### src/rtl/core/nphs_pkg.sv
// ---------------------------------------------------------------------------
// nphs_pkg
// Shared types, constants and the arctangent table of the nearest point
// haversine search block.
// ---------------------------------------------------------------------------
package nphs_pkg;

	// Field widths.
	localparam int TAG_W   = 16;
	localparam int LAT_W   = 30;
	localparam int LON_W   = 31;
	localparam int DIST_W  = 23;
	localparam int CFG_IDX_W = 2;
	localparam int CFG_W   = 31;

	// Internal widths.
	localparam int ANG_W   = 35;
	localparam int XW      = 34;
	localparam int MW      = 36;
	localparam int IT_W    = 5;
	localparam int SQ_W    = 64;
	localparam int SQ_ITERS = 32;
	localparam int CORDIC_MAX = 32;

	localparam int CORDIC_STEPS_DEF = 24;

	// Input command codes.
	localparam logic CMD_ZONE = 1'b0;
	localparam logic CMD_END  = 1'b1;

	// Register indexes.
	localparam logic [CFG_IDX_W-1:0] REG_USER_LATITUDE  = 2'd0;
	localparam logic [CFG_IDX_W-1:0] REG_USER_LONGITUDE = 2'd1;

	localparam logic [DIST_W-1:0] DIST_MAX = {DIST_W{1'b1}};

	typedef enum logic [3:0] {
		OP_NONE,
		OP_LATCH,
		OP_EMIT,
		OP_MUL_LD,
		OP_MUL,
		OP_MUL_POST,
		OP_RED,
		OP_ROT,
		OP_ROT_ST,
		OP_SQ_INIT,
		OP_SQ,
		OP_SQ_ST,
		OP_VEC_INIT,
		OP_VEC,
		OP_UPDATE
	} dp_op_t;

	// Multiplier jobs, in the order they run for one zone record.
	typedef enum logic [3:0] {
		J_RAD0,
		J_RAD1,
		J_RAD2,
		J_RAD3,
		J_M1,
		J_M2,
		J_M3,
		J_M4,
		J_DIST
	} job_t;

	typedef enum logic [3:0] {
		S_IDLE,
		S_LD,
		S_MUL,
		S_POST,
		S_RED,
		S_ROT,
		S_RST,
		S_SQI,
		S_SQ,
		S_SQS,
		S_VECI,
		S_VEC,
		S_UPD
	} state_t;

	typedef struct packed {
		dp_op_t op;
		job_t   job;
		logic   sq_x;
	} dp_cmd_t;

	typedef struct packed {
		logic red_done;
		logic cordic_last;
		logic sqrt_last;
		logic out_busy;
	} dp_stat_t;

	// atan(2^-i) in Q30 radians.
	function automatic logic [30:0] atan_q30(input logic [IT_W-1:0] i);
		logic [30:0] v;
		case (i)
			5'd0:  v = 31'h3243F6A8;
			5'd1:  v = 31'h1DAC6705;
			5'd2:  v = 31'h0FADBAFC;
			5'd3:  v = 31'h07F56EA6;
			5'd4:  v = 31'h03FEAB76;
			5'd5:  v = 31'h01FFD55B;
			5'd6:  v = 31'h00FFFAAA;
			5'd7:  v = 31'h007FFF55;
			5'd8:  v = 31'h003FFFEA;
			5'd9:  v = 31'h001FFFFD;
			5'd10: v = 31'h000FFFFF;
			5'd11: v = 31'h0007FFFF;
			5'd12: v = 31'h0003FFFF;
			5'd13: v = 31'h0001FFFF;
			5'd14: v = 31'h0000FFFF;
			5'd15: v = 31'h00007FFF;
			5'd16: v = 31'h00003FFF;
			5'd17: v = 31'h00001FFF;
			5'd18: v = 31'h00000FFF;
			5'd19: v = 31'h000007FF;
			5'd20: v = 31'h000003FF;
			5'd21: v = 31'h000001FF;
			5'd22: v = 31'h000000FF;
			5'd23: v = 31'h0000007F;
			5'd24: v = 31'h0000003F;
			5'd25: v = 31'h0000001F;
			5'd26: v = 31'h0000000F;
			5'd27: v = 31'h00000008;
			5'd28: v = 31'h00000004;
			5'd29: v = 31'h00000002;
			5'd30: v = 31'h00000001;
			default: v = 31'h00000000;
		endcase
		return v;
	endfunction

endpackage

### src/rtl/core/nphs_ctrl.sv
// ---------------------------------------------------------------------------
// nphs_ctrl
// Sequencer that steps the datapath through the distance computation of one
// zone record and accepts input transactions.
// ---------------------------------------------------------------------------
module nphs_ctrl (
	input  logic               clk,
	input  logic               arst_n,
	input  logic               zone_valid,
	input  logic               cmd,
	output logic               zone_stall,
	input  nphs_pkg::dp_stat_t stat,
	output nphs_pkg::dp_cmd_t  dcmd
);

	nphs_pkg::state_t state_q, state_d;
	nphs_pkg::job_t   job_q, job_d;
	logic             sqx_q, sqx_d;

	always_ff @(posedge clk or negedge arst_n) begin
		if (!arst_n) begin
			state_q <= nphs_pkg::S_IDLE;
			job_q   <= nphs_pkg::J_RAD0;
			sqx_q   <= 1'b0;
		end else begin
			state_q <= state_d;
			job_q   <= job_d;
			sqx_q   <= sqx_d;
		end
	end

	always_comb begin
		state_d  = state_q;
		job_d    = job_q;
		sqx_d    = sqx_q;
		dcmd.op  = nphs_pkg::OP_NONE;
		dcmd.job = job_q;
		dcmd.sq_x = sqx_q;
		zone_stall = 1'b1;
		unique case (state_q)
			nphs_pkg::S_IDLE: begin
				// An end item waits until the previous result is taken.
				zone_stall = (cmd == nphs_pkg::CMD_END) && stat.out_busy;
				if (zone_valid && !zone_stall) begin
					if (cmd == nphs_pkg::CMD_ZONE) begin
						dcmd.op = nphs_pkg::OP_LATCH;
						job_d   = nphs_pkg::J_RAD0;
						state_d = nphs_pkg::S_LD;
					end else begin
						dcmd.op = nphs_pkg::OP_EMIT;
					end
				end
			end
			nphs_pkg::S_LD: begin
				dcmd.op = nphs_pkg::OP_MUL_LD;
				state_d = nphs_pkg::S_MUL;
			end
			nphs_pkg::S_MUL: begin
				dcmd.op = nphs_pkg::OP_MUL;
				state_d = nphs_pkg::S_POST;
			end
			nphs_pkg::S_POST: begin
				dcmd.op = nphs_pkg::OP_MUL_POST;
				unique case (job_q) inside
					nphs_pkg::J_RAD0, nphs_pkg::J_RAD1,
					nphs_pkg::J_RAD2, nphs_pkg::J_RAD3: state_d = nphs_pkg::S_RED;
					nphs_pkg::J_M4: begin
						sqx_d   = 1'b0;
						state_d = nphs_pkg::S_SQI;
					end
					nphs_pkg::J_DIST: state_d = nphs_pkg::S_UPD;
					default: begin
						job_d   = nphs_pkg::job_t'(job_q + 4'd1);
						state_d = nphs_pkg::S_LD;
					end
				endcase
			end
			nphs_pkg::S_RED: begin
				dcmd.op = nphs_pkg::OP_RED;
				if (stat.red_done) state_d = nphs_pkg::S_ROT;
			end
			nphs_pkg::S_ROT: begin
				dcmd.op = nphs_pkg::OP_ROT;
				if (stat.cordic_last) state_d = nphs_pkg::S_RST;
			end
			nphs_pkg::S_RST: begin
				dcmd.op = nphs_pkg::OP_ROT_ST;
				job_d   = nphs_pkg::job_t'(job_q + 4'd1);
				state_d = nphs_pkg::S_LD;
			end
			nphs_pkg::S_SQI: begin
				dcmd.op = nphs_pkg::OP_SQ_INIT;
				state_d = nphs_pkg::S_SQ;
			end
			nphs_pkg::S_SQ: begin
				dcmd.op = nphs_pkg::OP_SQ;
				if (stat.sqrt_last) state_d = nphs_pkg::S_SQS;
			end
			nphs_pkg::S_SQS: begin
				dcmd.op = nphs_pkg::OP_SQ_ST;
				if (sqx_q) begin
					state_d = nphs_pkg::S_VECI;
				end else begin
					sqx_d   = 1'b1;
					state_d = nphs_pkg::S_SQI;
				end
			end
			nphs_pkg::S_VECI: begin
				dcmd.op = nphs_pkg::OP_VEC_INIT;
				state_d = nphs_pkg::S_VEC;
			end
			nphs_pkg::S_VEC: begin
				dcmd.op = nphs_pkg::OP_VEC;
				if (stat.cordic_last) begin
					job_d   = nphs_pkg::J_DIST;
					state_d = nphs_pkg::S_LD;
				end
			end
			nphs_pkg::S_UPD: begin
				dcmd.op = nphs_pkg::OP_UPDATE;
				state_d = nphs_pkg::S_IDLE;
			end
			default: state_d = nphs_pkg::S_IDLE;
		endcase
	end

endmodule

### config.mk
export PLATFORM = sky130hd
export DESIGN_NAME = nphs_ctrl
export DESIGN_NICKNAME = d
export VERILOG_FILES = /design/src/rtl/core/nphs_pkg.sv /design/src/rtl/core/nphs_ctrl.sv
export SDC_FILE = /design/constraint.sdc
export NUM_CORES = 1
export LEC_CHECK = 0
export BUFFER_PORTS_ARGS = -buffer_cell sky130_fd_sc_hd__buf_2
export CAP_MARGIN = 20
export CORE_ASPECT_RATIO = 0.9
export CORE_MARGIN = 1.5
export CORE_UTILIZATION = 56
export DETAILED_ROUTE_END_ITERATION = 8
export PLACE_DENSITY_LB_ADDON = 0.1
export RECOVER_POWER = 25
export SETUP_SLACK_MARGIN = 0.4
export SLEW_MARGIN = 15
export SYNTH_ARGS = -nofsm -noshare
export SYNTH_HDL_FRONTEND = slang
export SYNTH_SLANG_ARGS = --single-unit
### constraint.sdc
create_clock -name clk -period 3.1 [get_ports clk]
set_input_delay 0.62 -clock clk [delete_from_list [all_inputs] [get_ports clk]]
set_output_delay 0.62 -clock clk [all_outputs]
set_load 0.03 [all_outputs]
==> impl_metrics.yaml <==
clock_network:
  ctsResizeCount: 0
  clk_pin_slew_ns: 0.06
  cts_buffers: 3
  ctsHtreeMaxLevel: 1
  cts_hold_buf: 0
  post_cts_buffers: 0
  clock_latency_ns: 0.26
  clk_path_buf_depth: 2
  clock-sinks: 9
  cts_tree: "done"
  ctsRootBufferMaster: "clkbuf_4"
critical_path:
  required_ns: 2.48
  crit_type: "reg2out"
  cp-start-kind: "register"
  endpoint: "zone_stall"
  r2r_slack_ns: 1.09
  end_kind: "output pin"
  arrival_ns: 1.83
  crit_start: "state_q[0]"
  timing.rr.end: "job_q[0]"
  critPathMaxFanout: 19
  r2r_start: "state_q[0]"
  reg2reg_depth: 5
cells_and_area:
  nFillCells: 118
  drive_gt1_share_pct: 21.7
  nets: 128
  regArea_um2: 225
  multi_input_area_um2: 533
  mostFrequentLayoutCell: "buf_2"
  layout_common_cells: "buf_2 (16), o21ai_0 (10), nand2_1 (9), dfrtp_1 (9), inv_1 (8)"
  stdcell_count: 129
  syn_to_final_growth_pct: 11.6
  final_util_pct: 70.7
  n_antenna_cell: 0
timing:
  min_period_ns: 2.45
  final-setup-viol-count: 0
  slew-limit-headroom_pct: 61.4
  slew_violations: 0
  finalCritPeriodShare_pct: 79.0
  rsz0062_at_grt: "no"
  fmax_mhz: 408
  tightest_slew_ns: 0.580
  setup_tns_ns: 0
  fin_worst_skew_ns: 0.000397
  hold_violations: 0
global_routing:
  grt_pass1_vias: 723
  grt_max_degree: 21
  grt-ovfl-total: 0
  grt_pass1_wl_mm: 3.16
  grt_usage_pct: 25.3
  antenna_found_initial: 0
logic_synthesis:
  syn_area_per_cell_um2: 8.27
  netlist_area_um2: 827
  synth_nets: 112
  yosysWarnings: 0
  ys.flop_type: "dfrtp_1"
  ys_async_sr_fraction_pct: 100
  ys_seq_area_share_pct: 27.2
  syn_inst: 100
  ys_ff_latch: 9
  synth_cell_type_count: 40
  synth_edf_count: 0
placement:
  numPlacedInstances: 125
  dpl.hpwl_mm: 1.46
  port_buffers: 17
  gp_congestion: 0.841
detailed_routing:
  wl_mm: 2.00
  vias: 811
  drt_iter0_drc: 21
  route.detailed.drc: 0
  vias_per_cell: 6.29
  avgRoutedWirePerCell_um: 15.5
  first_pass_iters: 4
  antenna_left: 0
floorplan:
  die_w_um: 43.5
  fp.dieH_um: 39.5
  start_util_pct: 63.3
  io_pins: 18
  rows: 12
  dieArea_mm2: 0.00172
  core_region_area_mm2: 0.00131
power:
  p_per_area_mw_per_mm2: 1080
  vdd_ir_drop_max_uv: 687
  p_leak_nw: 0.419
hold_path:
  hp-class: "in2async"
status:
  outcome: "complete, no violations"
job:
  drv_cap: 0
==> stage by stage <==
step | total power, W | instance area, um^2 | hold WS, ns | setup WS (ns)
global placement | 0.000874 | 898 | 0.479 | 0.993
finish | 0.000994 | 923 | 0.300 | 0.651
floorplan | 0.000762 | 827 | 0.324 | 0.940
CTS | 0.000989 | 925 | 0.204 | 0.669
detailed placement | 0.000894 | 898 | 0.482 | 0.957
global route | 0.00106 | 923 | 0.339 | 0.601
==> synth_stat cells, types with 2 or more instances <==
| cell type | count | area share, % |
|---|---|---|
| a211oi_1 | 2 | 1.8 |
| nor2_1 | 4 | 1.8 |
| o41ai_1 | 2 | 2.1 |
| nor2b_1 | 5 | 3.8 |
| o22ai_1 | 2 | 1.5 |
| nand3_1 | 2 | 1.2 |
| o21ai_0 | 10 | 6.1 |
| nand2b_1 | 2 | 1.5 |
| ha_1 | 4 | 6.1 |
| o21a_1 | 2 | 1.8 |
| dfrtp_1 | 9 | 27 |
| o32ai_1 | 2 | 2.1 |
| a31oi_1 | 3 | 2.3 |
| a21oi_1 | 4 | 2.4 |
| a21o_1 | 3 | 2.7 |
| inv_1 | 8 | 3.6 |
| clkbuf_1 | 3 | 1.4 |
| nand3b_1 | 3 | 2.7 |
| nand2_1 | 9 | 4.1 |
==> cells by family (layout without fill, tap and decap cells) <==
logic type	count (synthesis)	after routing	share of synthesized area, %
XOR/XNOR	1	1	1.06
AO/OA/AOI/OAI	38	38	32.7
AND/OR/NAND/NOR	32	32	23.4
flip-flops	9	9	27.2
buffers and inverters	15	30	8.32
adder cells (fa/ha/maj)	4	4	6.05
multiplexers	1	1	1.21
==> metal layers <==
metal / up-vias / GRT usage (%) / routed length (um)
met4: 0 / 3.79 / 14
met2: 35 / 42.2 / 939
li1: 398 / - / -
met1: 376 / 33.5 / 921
met3: 2 / 6.91 / 128
met5: - / 0 / 0
==> worst min-delay path by stage <==
stage,from,to,slack (ns),cells after the start
4_1_cts,arst_n,sqx_q,0.20,1
6_report,arst_n,job_q[3],0.30,1
5_1_grt,arst_n,job_q[2],0.34,1
2_1_floorplan,arst_n,job_q[0],0.32,0
3_5_place_dp,arst_n,job_q[2],0.48,1
3_3_place_gp,arst_n,state_q[2],0.48,1
==> power by group <==
| part | leakage, nW | internal [W] | switching [W] |
|---|---|---|---|
| registers | 0.119 | 0.000159 | 0.000112 |
| clock network | 0.0150 | 0.0000495 | 0.0000391 |
| logic | 0.285 | 0.000241 | 0.000393 |
| total | 0.419 | 0.000450 | 0.000545 |
==> sequential cells by signal, summed over array words and instances (netlist names) <==
| name | flops |
|---|---|
| job_q | 4 |
| sqx_q | 1 |
| state_q | 4 |
==> final cells by class <==
type	count	area share, %
flip-flops and latches	9	24.4
repair buffers	18	9.89
multi-input cells	76	57.7
clock buffers	4	2.85
well taps	14	1.90
inverters	8	3.25
==> worst max-delay path, stage by stage, from the launching register on <==
cell and delay (ns):
dfrtp_1 0.59, or4_4 0.64, a21o_1 0.17, buf_2 0.17
(Power assumes the default switching activity.)
